==> src/design/brg_pkg.sv <==
`default_nettype none

package brg_pkg;

	localparam int LEVEL_BITS_DEF = 20;
	localparam int MAX_STEPS_DEF = 20;

	// Field widths fixed by the interface
	localparam int PCT_W = 16;
	localparam int STEPS_W = 5;
	localparam int CFG_IDX_W = 8;

	// Percent clamp in Q8.8: 5 % .. 100 %
	localparam int PCT_MIN = 1280;
	localparam int PCT_MAX = 25600;
	localparam int PCT_Q_W = 15;
	// 100 % in Q8.8 is 25 * 1024: drop the low 10 bits, then divide by 25
	localparam int PCT_FRAC_SHIFT = 10;
	localparam int PCT_DIV = 25;

	localparam int STEPS_RESET = 20;
	localparam int QUEUE_DEPTH = 2;

	localparam logic [CFG_IDX_W-1:0] REG_FULL_SCALE = 8'd0;
	localparam logic [CFG_IDX_W-1:0] REG_NUM_STEPS = 8'd1;
	localparam logic [CFG_IDX_W-1:0] REG_RAMP_ENABLE = 8'd2;

	typedef enum logic [1:0] {
		F_IDLE,
		F_MUL,
		F_RCP,
		F_PUSH
	} front_state_t;

	typedef enum logic [1:0] {
		B_IDLE,
		B_START,
		B_DIV,
		B_STEP
	} back_state_t;

	// Command handed from front to back
	typedef struct packed {
		logic [STEPS_W-1:0] steps;
	} cmd_ctl_t;

endpackage

`default_nettype wire

==> src/design/brg_fifo.sv <==
`default_nettype none

module brg_fifo #(
	parameter int WIDTH = 8,
	parameter int DEPTH = 2
) (
	input  wire logic             clk,
	input  wire logic             arst_n,
	input  wire logic             push,
	output logic                  full,
	input  wire logic [WIDTH-1:0] wr_data,
	input  wire logic             pop,
	output logic                  empty,
	output logic      [WIDTH-1:0] rd_data
);
	localparam int PTR_W = (DEPTH > 1) ? $clog2(DEPTH) : 1;
	localparam int CNT_W = $clog2(DEPTH + 1);

	logic [WIDTH-1:0] mem_q [DEPTH];
	logic [PTR_W-1:0] wr_ptr_q;
	logic [PTR_W-1:0] rd_ptr_q;
	logic [CNT_W-1:0] count_q;
	logic             do_push;
	logic             do_pop;

	function automatic logic [PTR_W-1:0] ptr_inc(input logic [PTR_W-1:0] p);
		if (p == PTR_W'(DEPTH - 1)) begin
			return '0;
		end
		return p + PTR_W'(1);
	endfunction

	assign full    = (count_q == CNT_W'(DEPTH));
	assign empty   = (count_q == '0);
	assign do_push = push && !full;
	assign do_pop  = pop && !empty;
	assign rd_data = mem_q[rd_ptr_q];

	always_ff @(posedge clk or negedge arst_n) begin
		if (!arst_n) begin
			wr_ptr_q <= '0;
			rd_ptr_q <= '0;
			count_q  <= '0;
		end else begin
			if (do_push) begin
				wr_ptr_q <= ptr_inc(wr_ptr_q);
			end
			if (do_pop) begin
				rd_ptr_q <= ptr_inc(rd_ptr_q);
			end
			if (do_push && !do_pop) begin
				count_q <= count_q + CNT_W'(1);
			end else if (do_pop && !do_push) begin
				count_q <= count_q - CNT_W'(1);
			end
		end
	end

	always_ff @(posedge clk) begin
		if (do_push) begin
			mem_q[wr_ptr_q] <= wr_data;
		end
	end

endmodule

`default_nettype wire

==> src/design/brg_div.sv <==
`default_nettype none

// Restoring divider, one quotient bit per cycle
module brg_div #(
	parameter int DIVIDEND_W = 27,
	parameter int DIVISOR_W = 7
) (
	input  wire logic                  clk,
	input  wire logic                  arst_n,
	input  wire logic                  start,
	input  wire logic [DIVIDEND_W-1:0] dividend,
	input  wire logic [DIVISOR_W-1:0]  divisor,
	output logic                       done,
	output logic      [DIVIDEND_W-1:0] quot,
	output logic      [DIVISOR_W-1:0]  rem
);
	localparam int CNT_W = $clog2(DIVIDEND_W + 1);

	logic [DIVIDEND_W-1:0] q_q;
	logic [DIVISOR_W-1:0]  rem_q;
	logic [DIVISOR_W-1:0]  d_q;
	logic [CNT_W-1:0]      cnt_q;
	logic                  busy_q;
	logic                  done_q;
	logic [DIVISOR_W:0]    trial;
	logic [DIVISOR_W:0]    trial_sub;
	logic                  fit;

	assign trial     = {rem_q, q_q[DIVIDEND_W-1]};
	assign trial_sub = trial - {1'b0, d_q};
	assign fit       = (trial >= {1'b0, d_q});

	assign done = done_q;
	assign quot = q_q;
	assign rem  = rem_q;

	always_ff @(posedge clk or negedge arst_n) begin
		if (!arst_n) begin
			busy_q <= 1'b0;
			done_q <= 1'b0;
			cnt_q  <= '0;
		end else if (start) begin
			busy_q <= 1'b1;
			done_q <= 1'b0;
			cnt_q  <= CNT_W'(DIVIDEND_W);
		end else if (busy_q) begin
			cnt_q <= cnt_q - CNT_W'(1);
			if (cnt_q == CNT_W'(1)) begin
				busy_q <= 1'b0;
				done_q <= 1'b1;
			end
		end else begin
			done_q <= 1'b0;
		end
	end

	always_ff @(posedge clk) begin
		if (start) begin
			q_q   <= dividend;
			rem_q <= '0;
			d_q   <= divisor;
		end else if (busy_q) begin
			q_q   <= {q_q[DIVIDEND_W-2:0], fit};
			rem_q <= fit ? trial_sub[DIVISOR_W-1:0] : trial[DIVISOR_W-1:0];
		end
	end

endmodule

`default_nettype wire

==> src/design/brg_front.sv <==
`default_nettype none

// Clamps a request's percent and steps, works out the target and queues a command if the level moves.
module brg_front #(
	parameter int MAX_STEPS = brg_pkg::MAX_STEPS_DEF,
	parameter int LEVEL_BITS = brg_pkg::LEVEL_BITS_DEF
) (
	input  wire logic                              clk,
	input  wire logic                              arst_n,
	input  wire logic                              push,
	output logic                                   full,
	input  wire logic signed [brg_pkg::PCT_W-1:0]  requested_percent,
	input  wire logic        [LEVEL_BITS-1:0]      current_level,
	input  wire logic        [LEVEL_BITS-1:0]      full_scale,
	input  wire logic        [brg_pkg::STEPS_W-1:0] num_steps,
	input  wire logic                              ramp_enable,
	output logic                                   cmd_push,
	input  wire logic                              cmd_full,
	output brg_pkg::cmd_ctl_t                      cmd_ctl,
	output logic             [LEVEL_BITS-1:0]      cmd_target,
	output logic             [LEVEL_BITS-1:0]      cmd_cur
);
	import brg_pkg::*;

	localparam int PROD_W = LEVEL_BITS + PCT_Q_W;
	localparam int Z_W = PROD_W - PCT_FRAC_SHIFT;
	// the scaled product stays below 25 * 2^LEVEL_BITS, so a rounded-up
	// reciprocal with this shift gives the exact floor for every input
	localparam int RCP_SH = LEVEL_BITS + 10;
	localparam int RCP_W = RCP_SH - 4;
	localparam int RCP_P_W = Z_W + RCP_W;
	localparam longint RCP_FULL =
		((longint'(1) << RCP_SH) + longint'(PCT_DIV - 1)) / longint'(PCT_DIV);
	localparam logic [RCP_W-1:0] RCP_M = RCP_W'(RCP_FULL);

	front_state_t            state_q;
	front_state_t            state_d;
	logic [PCT_Q_W-1:0]      pct_c;
	logic [STEPS_W-1:0]      steps_c;
	logic                    accept;
	logic [PCT_Q_W-1:0]      pct_q;
	logic [LEVEL_BITS-1:0]   maxb_q;
	logic [LEVEL_BITS-1:0]   cur_q;
	logic [STEPS_W-1:0]      steps_q;
	logic [PROD_W-1:0]       prod_q;
	logic [RCP_P_W-1:0]      rcp_prod;
	logic [LEVEL_BITS-1:0]   target_q;

	always_comb begin
		if (requested_percent > PCT_MAX) begin
			pct_c = PCT_Q_W'(PCT_MAX);
		end else if (requested_percent < PCT_MIN) begin
			pct_c = PCT_Q_W'(PCT_MIN);
		end else begin
			pct_c = requested_percent[PCT_Q_W-1:0];
		end
	end

	// A jump is a ramp of one step
	always_comb begin
		if (!ramp_enable) begin
			steps_c = STEPS_W'(1);
		end else if (int'(num_steps) > MAX_STEPS) begin
			steps_c = STEPS_W'(MAX_STEPS);
		end else begin
			steps_c = num_steps;
		end
	end

	always_comb begin
		state_d   = state_q;
		full      = 1'b1;
		accept    = 1'b0;
		cmd_push  = 1'b0;
		unique case (state_q)
			F_IDLE: begin
				full = 1'b0;
				// drop requests while the panel scale is unset
				if (push && full_scale != '0) begin
					accept  = 1'b1;
					state_d = F_MUL;
				end
			end
			F_MUL: begin
				state_d = F_RCP;
			end
			F_RCP: begin
				state_d = F_PUSH;
			end
			F_PUSH: begin
				if (target_q == cur_q) begin
					state_d = F_IDLE;
				end else if (!cmd_full) begin
					cmd_push = 1'b1;
					state_d  = F_IDLE;
				end
			end
			default: begin
				state_d = F_IDLE;
			end
		endcase
	end

	always_ff @(posedge clk or negedge arst_n) begin
		if (!arst_n) begin
			state_q <= F_IDLE;
		end else begin
			state_q <= state_d;
		end
	end

	// floor(x / 25600) = floor(floor(x / 1024) / 25), the last step by reciprocal
	assign rcp_prod = RCP_P_W'(prod_q[PROD_W-1:PCT_FRAC_SHIFT]) * RCP_P_W'(RCP_M);

	always_ff @(posedge clk) begin
		if (accept) begin
			pct_q   <= pct_c;
			maxb_q  <= full_scale;
			cur_q   <= current_level;
			steps_q <= steps_c;
		end
		if (state_q == F_MUL) begin
			prod_q <= PROD_W'(maxb_q) * PROD_W'(pct_q);
		end
		if (state_q == F_RCP) begin
			target_q <= rcp_prod[RCP_SH +: LEVEL_BITS];
		end
	end

	assign cmd_ctl.steps = steps_q;
	assign cmd_target    = target_q;
	assign cmd_cur       = cur_q;

endmodule

`default_nettype wire

==> src/design/brg_back.sv <==
`default_nettype none

// Walks from current level to target, one step a cycle unless out_full.
module brg_back #(
	parameter int LEVEL_BITS = brg_pkg::LEVEL_BITS_DEF
) (
	input  wire logic                  clk,
	input  wire logic                  arst_n,
	input  wire logic                  cmd_empty,
	output logic                       cmd_pop,
	input  wire brg_pkg::cmd_ctl_t     cmd_ctl,
	input  wire logic [LEVEL_BITS-1:0] cmd_target,
	input  wire logic [LEVEL_BITS-1:0] cmd_cur,
	output logic                       out_push,
	input  wire logic                  out_full,
	output logic      [LEVEL_BITS-1:0] out_level,
	output logic                       out_last
);
	import brg_pkg::*;

	back_state_t            state_q;
	back_state_t            state_d;
	logic [LEVEL_BITS-1:0]  target_q;
	logic [LEVEL_BITS-1:0]  cur_q;
	logic [STEPS_W-1:0]     n_q;
	logic [STEPS_W-1:0]     k_q;
	logic [LEVEL_BITS-1:0]  qd_q;
	logic [STEPS_W-1:0]     rd_q;
	logic [LEVEL_BITS-1:0]  acc_q;
	logic [STEPS_W-1:0]     accr_q;
	logic [LEVEL_BITS-1:0]  prev_q;
	logic                   down;
	logic [LEVEL_BITS-1:0]  absdiff;
	logic                   div_start;
	logic                   div_done;
	logic [LEVEL_BITS-1:0]  div_quot;
	logic [STEPS_W-1:0]     div_rem;
	logic [STEPS_W:0]       rsum;
	logic                   carry;
	logic [STEPS_W-1:0]     accr_next;
	logic [LEVEL_BITS-1:0]  acc_next;
	logic [LEVEL_BITS-1:0]  step_level;
	logic                   is_last;
	logic                   emit;
	logic                   advance;

	assign down    = (target_q < cur_q);
	assign absdiff = down ? (cur_q - target_q) : (target_q - cur_q);

	// |diff|*k / n kept as quotient and remainder, advanced by |diff| / n each step
	assign rsum       = {1'b0, accr_q} + {1'b0, rd_q};
	assign carry      = (rsum >= {1'b0, n_q});
	assign accr_next  = carry ? STEPS_W'(rsum - {1'b0, n_q}) : rsum[STEPS_W-1:0];
	assign acc_next   = acc_q + qd_q + LEVEL_BITS'(carry);
	assign step_level = down ? (cur_q - acc_next) : (cur_q + acc_next);
	assign is_last    = (k_q == n_q);
	assign emit       = is_last || (step_level != prev_q);

	assign out_level = step_level;
	assign out_last  = is_last;

	always_comb begin
		state_d   = state_q;
		cmd_pop   = 1'b0;
		div_start = 1'b0;
		out_push  = 1'b0;
		advance   = 1'b0;
		unique case (state_q)
			B_IDLE: begin
				if (!cmd_empty) begin
					cmd_pop = 1'b1;
					state_d = B_START;
				end
			end
			B_START: begin
				div_start = 1'b1;
				state_d   = B_DIV;
			end
			B_DIV: begin
				if (div_done) begin
					state_d = B_STEP;
				end
			end
			B_STEP: begin
				// drop a step that repeats the level before it
				if (!emit || !out_full) begin
					advance  = 1'b1;
					out_push = emit;
					if (is_last) begin
						state_d = B_IDLE;
					end
				end
			end
			default: begin
				state_d = B_IDLE;
			end
		endcase
	end

	always_ff @(posedge clk or negedge arst_n) begin
		if (!arst_n) begin
			state_q <= B_IDLE;
			k_q     <= '0;
		end else begin
			state_q <= state_d;
			if (state_q == B_DIV && div_done) begin
				k_q <= STEPS_W'(1);
			end else if (advance) begin
				k_q <= k_q + STEPS_W'(1);
			end
		end
	end

	always_ff @(posedge clk) begin
		if (cmd_pop) begin
			target_q <= cmd_target;
			cur_q    <= cmd_cur;
			n_q      <= cmd_ctl.steps;
		end
		if (state_q == B_DIV && div_done) begin
			qd_q   <= div_quot;
			rd_q   <= div_rem;
			acc_q  <= '0;
			accr_q <= '0;
			prev_q <= cur_q;
		end else if (advance) begin
			acc_q  <= acc_next;
			accr_q <= accr_next;
			prev_q <= step_level;
		end
	end

	brg_div #(
		.DIVIDEND_W(LEVEL_BITS),
		.DIVISOR_W (STEPS_W)
	) u_div (
		.clk     (clk),
		.arst_n  (arst_n),
		.start   (div_start),
		.dividend(absdiff),
		.divisor (n_q),
		.done    (div_done),
		.quot    (div_quot),
		.rem     (div_rem)
	);

`ifndef ASSERT_OFF
	a_push_not_full: assert property (@(posedge clk) disable iff (!arst_n)
		out_push |-> !out_full)
		else $error("step pushed into a full result queue");

	a_last_is_target: assert property (@(posedge clk) disable iff (!arst_n)
		(out_push && out_last) |-> (out_level == target_q))
		else $error("final step differs from the target level");

	a_div_done_state: assert property (@(posedge clk) disable iff (!arst_n)
		div_done |-> (state_q == B_DIV))
		else $error("divider finished outside the divide state");

	a_step_bound: assert property (@(posedge clk) disable iff (!arst_n)
		(state_q == B_STEP) |-> (acc_next <= absdiff))
		else $error("step offset passed the full distance");
`endif

endmodule

`default_nettype wire

==> src/design/brightness_ramp_generator.sv <==
// An accepted request passes the front (scale multiply, reciprocal multiply, hand-off),
// then the back (load, serial divide) before its first level. Each end takes one request
// at a time; the back makes num_steps steps (num_steps is 1 with the ramp off), one step a
// cycle, stalling while the result queue is full. A request with a zero full scale is
// dropped in idle; one with no level change is dropped at hand-off.
// Reset: arst_n clears control state at once; registers return to 0, 20 and 1.
`default_nettype none

module brightness_ramp_generator #(
	parameter int MAX_STEPS = brg_pkg::MAX_STEPS_DEF,
	parameter int LEVEL_BITS = brg_pkg::LEVEL_BITS_DEF
) (
	input  wire logic                                clk,
	input  wire logic                                arst_n,
	input  wire logic                                push,
	output logic                                     full,
	input  wire logic signed [brg_pkg::PCT_W-1:0]    requested_percent,
	input  wire logic        [LEVEL_BITS-1:0]        current_level,
	output logic                                     empty,
	input  wire logic                                pop,
	output logic             [LEVEL_BITS-1:0]        level,
	output logic                                     last,
	input  wire logic                                cfg_valid,
	output logic                                     cfg_ready,
	input  wire logic        [brg_pkg::CFG_IDX_W-1:0] cfg_index,
	input  wire logic        [LEVEL_BITS-1:0]        cfg_data
);
	import brg_pkg::*;

	localparam int CMD_W = STEPS_W + 2 * LEVEL_BITS;

	logic [LEVEL_BITS-1:0] full_scale_q;
	logic [STEPS_W-1:0]    num_steps_q;
	logic                  ramp_enable_q;
	logic [STEPS_W-1:0]    steps_wr;

	logic                  f_cmd_push;
	logic                  cmd_full;
	cmd_ctl_t              f_cmd_ctl;
	logic [LEVEL_BITS-1:0] f_cmd_target;
	logic [LEVEL_BITS-1:0] f_cmd_cur;
	logic [CMD_W-1:0]      cmd_rd;
	logic                  cmd_empty;
	logic                  b_cmd_pop;
	logic                  out_push;
	logic                  out_full;
	logic [LEVEL_BITS-1:0] out_level;
	logic                  out_last;
	logic [LEVEL_BITS:0]   out_rd;

	assign cfg_ready = 1'b1;
	assign steps_wr  = cfg_data[STEPS_W-1:0];

	always_ff @(posedge clk or negedge arst_n) begin
		if (!arst_n) begin
			full_scale_q  <= '0;
			num_steps_q   <= STEPS_W'(STEPS_RESET);
			ramp_enable_q <= 1'b1;
		end else if (cfg_valid && cfg_ready) begin
			unique case (cfg_index)
				REG_FULL_SCALE: begin
					full_scale_q <= cfg_data;
				end
				REG_NUM_STEPS: begin
					// ignore a step count outside 1..MAX_STEPS
					if (steps_wr != '0 && int'(steps_wr) <= MAX_STEPS) begin
						num_steps_q <= steps_wr;
					end
				end
				REG_RAMP_ENABLE: begin
					ramp_enable_q <= cfg_data[0];
				end
				default: begin
				end
			endcase
		end
	end

	brg_front #(
		.MAX_STEPS (MAX_STEPS),
		.LEVEL_BITS(LEVEL_BITS)
	) u_front (
		.clk              (clk),
		.arst_n           (arst_n),
		.push             (push),
		.full             (full),
		.requested_percent(requested_percent),
		.current_level    (current_level),
		.full_scale       (full_scale_q),
		.num_steps        (num_steps_q),
		.ramp_enable      (ramp_enable_q),
		.cmd_push         (f_cmd_push),
		.cmd_full         (cmd_full),
		.cmd_ctl          (f_cmd_ctl),
		.cmd_target       (f_cmd_target),
		.cmd_cur          (f_cmd_cur)
	);

	brg_fifo #(
		.WIDTH(CMD_W),
		.DEPTH(QUEUE_DEPTH)
	) u_cmd_q (
		.clk    (clk),
		.arst_n (arst_n),
		.push   (f_cmd_push),
		.full   (cmd_full),
		.wr_data({f_cmd_ctl, f_cmd_target, f_cmd_cur}),
		.pop    (b_cmd_pop),
		.empty  (cmd_empty),
		.rd_data(cmd_rd)
	);

	brg_back #(
		.LEVEL_BITS(LEVEL_BITS)
	) u_back (
		.clk       (clk),
		.arst_n    (arst_n),
		.cmd_empty (cmd_empty),
		.cmd_pop   (b_cmd_pop),
		.cmd_ctl   (cmd_ctl_t'(cmd_rd[CMD_W-1:2*LEVEL_BITS])),
		.cmd_target(cmd_rd[2*LEVEL_BITS-1:LEVEL_BITS]),
		.cmd_cur   (cmd_rd[LEVEL_BITS-1:0]),
		.out_push  (out_push),
		.out_full  (out_full),
		.out_level (out_level),
		.out_last  (out_last)
	);

	brg_fifo #(
		.WIDTH(LEVEL_BITS + 1),
		.DEPTH(QUEUE_DEPTH)
	) u_out_q (
		.clk    (clk),
		.arst_n (arst_n),
		.push   (out_push),
		.full   (out_full),
		.wr_data({out_level, out_last}),
		.pop    (pop),
		.empty  (empty),
		.rd_data(out_rd)
	);

	assign level = out_rd[LEVEL_BITS:1];
	assign last  = out_rd[0];

endmodule

`default_nettype wire

==> config.mk <==
export PLATFORM = sky130hd
export DESIGN_NAME = brightness_ramp_generator
export DESIGN_NICKNAME = d
export VERILOG_FILES = /design/src/design/brg_pkg.sv /design/src/design/brg_fifo.sv /design/src/design/brg_div.sv /design/src/design/brg_front.sv /design/src/design/brg_back.sv /design/src/design/brightness_ramp_generator.sv
export SDC_FILE = /design/constraint.sdc
export NUM_CORES = 2
export LEC_CHECK = 0
export ABC_CLOCK_PERIOD_IN_PS = 19080
export BUFFER_PORTS_ARGS = -buffer_cell sky130_fd_sc_hd__buf_4
export CAP_MARGIN = 20
export CORE_ASPECT_RATIO = 1.2
export CORE_MARGIN = 2
export CORE_UTILIZATION = 30
export DETAILED_ROUTE_END_ITERATION = 6
export GPL_TIMING_DRIVEN = 0
export HOLD_SLACK_MARGIN = 0.06
export SKIP_LAST_GASP = 1
export SLEW_MARGIN = 0
export SYNTH_ARGS = -nofsm -noshare
export SYNTH_HDL_FRONTEND = slang
export SYNTH_SLANG_ARGS = --single-unit
==> constraint.sdc <==
create_clock -name clk -period 19.08 [get_ports clk]
set_clock_uncertainty 0.15 [all_clocks]
set_input_delay 2.862 -clock clk [delete_from_list [all_inputs] [get_ports clk]]
set_output_delay 2.862 -clock clk [all_outputs]
set_load 0.005 [all_outputs]
==> results.py <==
metrics = {
    "status": {
        "outcome": "finished, final reports clean",
    },
    "logic_synthesis": {
        "synth-warning-count": 0,
        "synth_area_sq_um": 39800,
        "synth_area_leader_cell": "edfxtp_1",
        "synth-edff-count": 352,
        "yosys-top-cells-area": "edfxtp_1, fa_1, ha_1",
        "synth_seq_cells": 432,
        "syn_nets": 4616,
        "syn_area_per_cell_sq_um": 10.9,
        "synth_cells": 3632,
        "async_reset_ff_frac": 0.116,
        "synth_ff_type": "edfxtp_1",
        "yosysSeqAreaShare": 0.313,
        "synthDistinctLibCells": 89,
        "synth_top_area_frac": 0.266,
    },
    "die": {
        "dieArea_sq_um": 135000,
        "ioPinCount": 93,
        "core_area_sq_um": 132000,
        "die_w_um": 336,
        "die_h_um": 403,
        "num_rows": 146,
        "initial_core_util": 0.302,
    },
    "clocking": {
        "numCtsBuffers": 49,
        "postCtsSetupBuffers": 0,
        "cts_root_buf": "clkbuf_16",
        "cts.sinks": 432,
        "htree_levels": 2,
        "cts-resized-gates": 0,
        "cts_hold_buf": 0,
        "clkSlewWorstSetupHoldPaths_ns": 0.06,
        "clk-insertion-delay-late_ns": 0.64,
        "cts_tree": "yes",
        "clk_path_buf_depth": 3,
    },
    "detailed_routing": {
        "met2_length_um": 50000,
        "wire_per_inst_um": 17.5,
        "route.vias.total": 25982,
        "drc": 0,
        "dr_wl_met3_um": 4400,
        "drtIter0Drc": 1429,
        "topRoutingLayerUsed": "met4",
        "drt.antenna.violating_nets": 0,
        "vias_per_cell": 4.64,
        "dr.pass1.iters": 6,
        "route.final.wire_length_um": 98100,
        "met1_length_um": 39800,
    },
    "worst_setup_path": {
        "crit_cells": 33,
        "critPathSlowestCell": "or4b_2",
        "rrSetupSlack_ns": 8.61,
        "rr_worst_depth": 33,
        "critical-path-top-delay-family": "simple AND/OR/NAND/NOR gates",
        "crit_type": "register to register",
        "worstSetupStartpointType": "register",
        "cp-endpoint": "u_out_q.mem_q[1][12]",
        "critical_path.max_fanout": 21,
        "cp-end-kind": "register",
        "rr_endpoint": "u_out_q.mem_q[1][12]",
        "crit_required_ns": 19.15,
        "setup.worst_path.start": "u_back.accr_q[0]",
        "cpMostUsedCell": "fa_1",
        "r2r_start": "u_back.accr_q[0]",
        "cp.arrival_ns": 10.55,
        "max_stage_delay_ns": 0.69,
        "cp_num_buf_inv": 3,
    },
    "global_routing": {
        "grt_use_total": 0.148,
        "gr-total-overflow": 0,
        "grt_max_degree": 51,
        "grt_pass1_wl_um": 155000,
        "antenna_found_initial": 1,
        "first_global_vias": 27710,
    },
    "sta": {
        "finalMaxSlewViolations": 0,
        "setup_violations": 0,
        "rsz0062_at_grt": "no",
        "finalSetupTns_ns": 0,
        "hold_viol": 0,
        "maxSlewHeadroom": 0.334,
        "fmax_mhz": 95.5,
        "min_period_ns": 10.47,
        "period_share": 0.549,
        "timing.final.ws_setup_ns": 8.61,
        "tightest_slew_ns": 0.991,
    },
    "cells_and_area": {
        "area_delta_synth_final_pct": 12.0,
        "fillers": 13198,
        "final_common_cell": "inv_1",
        "layout_common_cells": "inv_1, ha_1, fa_1",
        "drive_gt1_frac": 0.0862,
        "final_nets": 4772,
    },
    "placement": {
        "place_congestion": 0.929,
        "portBuffers": 91,
        "pre_cts_ws_ns": 8.62,
        "dp_hpwl_um": 81700,
    },
    "min_path": {
        "min-delay-path-class": "register to register",
    },
    "job": {
        "max-cap-violations": 0,
    },
}
==> cells by family after synthesis <==
| group | Yosys count | synth area share |
|---|---|---|
| xor+xnor | 168 | 0.0377 |
| flops | 432 | 0.313 |
| compound gates | 471 | 0.0773 |
| buf+inv | 771 | 0.0732 |
| mux | 118 | 0.0330 |
| other cells | 1 | 0.0000943 |
| fa+ha+maj | 915 | 0.373 |
| simple gates | 756 | 0.0928 |
==> synthesized netlist by cell type, types with 7 or more instances <==
master / count
nor2b_1: 24
o21ai_0: 104
a31oi_1: 14
a211oi_1: 16
or3_1: 11
o21a_1: 26
nand2_1: 269
a311oi_1: 8
dfxtp_1: 30
buf_1: 10
inv_1: 663
fa_1: 452
ha_1: 463
edfxtp_1: 352
dfrtp_1: 47
a21boi_0: 7
o31ai_1: 9
a2111oi_0: 12
nand3_1: 34
mux2_2: 106
a21o_1: 55
xnor2_1: 98
nor2_1: 136
and2_1: 142
nor3_1: 42
and3_1: 9
nand4_1: 19
xor2_1: 68
clkbuf_1: 89
mux2i_1: 12
nand2b_1: 18
o21bai_1: 11
nor4_1: 18
a21oi_1: 142
==> final cells by class <==
type	count	area, sq um	share of cell area
Multi-Input combinational cell	2429	24500	0.549
Tap cell	1776	2220	0.0499
Timing Repair Buffer	105	893	0.0201
Clock buffer	55	1280	0.0287
Buffer	107	418	0.00938
Antenna cell	1	2.50	0.0000562
Inverter	664	2490	0.0560
Clock inverter	35	344	0.00773
Sequential cell	432	12400	0.279
==> flip-flops by register name, indices dropped and copies added, names as in the netlist, 5 cells and up <==
signal / count
u_cmd_q.mem_q: 90
u_out_q.mem_q: 42
u_front.prod_q: 25
full_scale_q: 20
u_back.acc_q: 20
u_back.cur_q: 20
u_back.prev_q: 20
u_back.qd_q: 20
u_back.target_q: 20
u_back.u_div.quot: 20
u_front.cmd_cur: 20
u_front.cmd_target: 20
u_front.maxb_q: 20
u_front.pct_q: 15
num_steps_q: 5
u_back.accr_q: 5
u_back.k_q: 5
u_back.n_q: 5
u_back.rd_q: 5
u_back.u_div.cnt_q: 5
u_back.u_div.d_q: 5
u_back.u_div.rem: 5
u_front.cmd_ctl: 5
==> through the flow <==
stage                     std cells  hold WS [ns]  utilization  cell area [sq um]
after floorplan                3632         0.271            -              39800
after CTS                      5601         0.258        0.338              44500
final                          5604         0.259        0.338              44500
after global placement         5499         0.277        0.324              42700
after detailed placement       5511         0.285        0.326              42900
after global routing           5603         0.303        0.338              44500
==> metal layers <==
layer,GRT usage,up-vias
met5,0,-
met4,0.0533,0
met3,0.0225,168
met2,0.266,595
met1,0.177,12896
li1,-,12323
==> worst min-delay path by stage <==
| stage | startpoint | end | slack, ns | cells past startpoint |
|---|---|---|---|---|
| 2_1_floorplan | u_back.u_div.quot[13] | u_back.qd_q[13] | 0.27 | 0 |
| 3_3_place_gp | u_front.cmd_ctl[3] | u_cmd_q.mem_q[0][43] | 0.28 | 0 |
| 3_5_place_dp | u_back.u_div.quot[10] | u_back.qd_q[10] | 0.28 | 0 |
| 4_1_cts | u_back.u_div.quot[16] | u_back.qd_q[16] | 0.26 | 0 |
| 5_1_grt | u_back.u_div.quot[16] | u_back.qd_q[16] | 0.30 | 0 |
| 6_report | u_back.u_div.quot[16] | u_back.qd_q[16] | 0.26 | 0 |
Power is left out: the tool's default activity adds up to more than one toggle a clock period on the data nets, which glitch-free logic cannot reach.
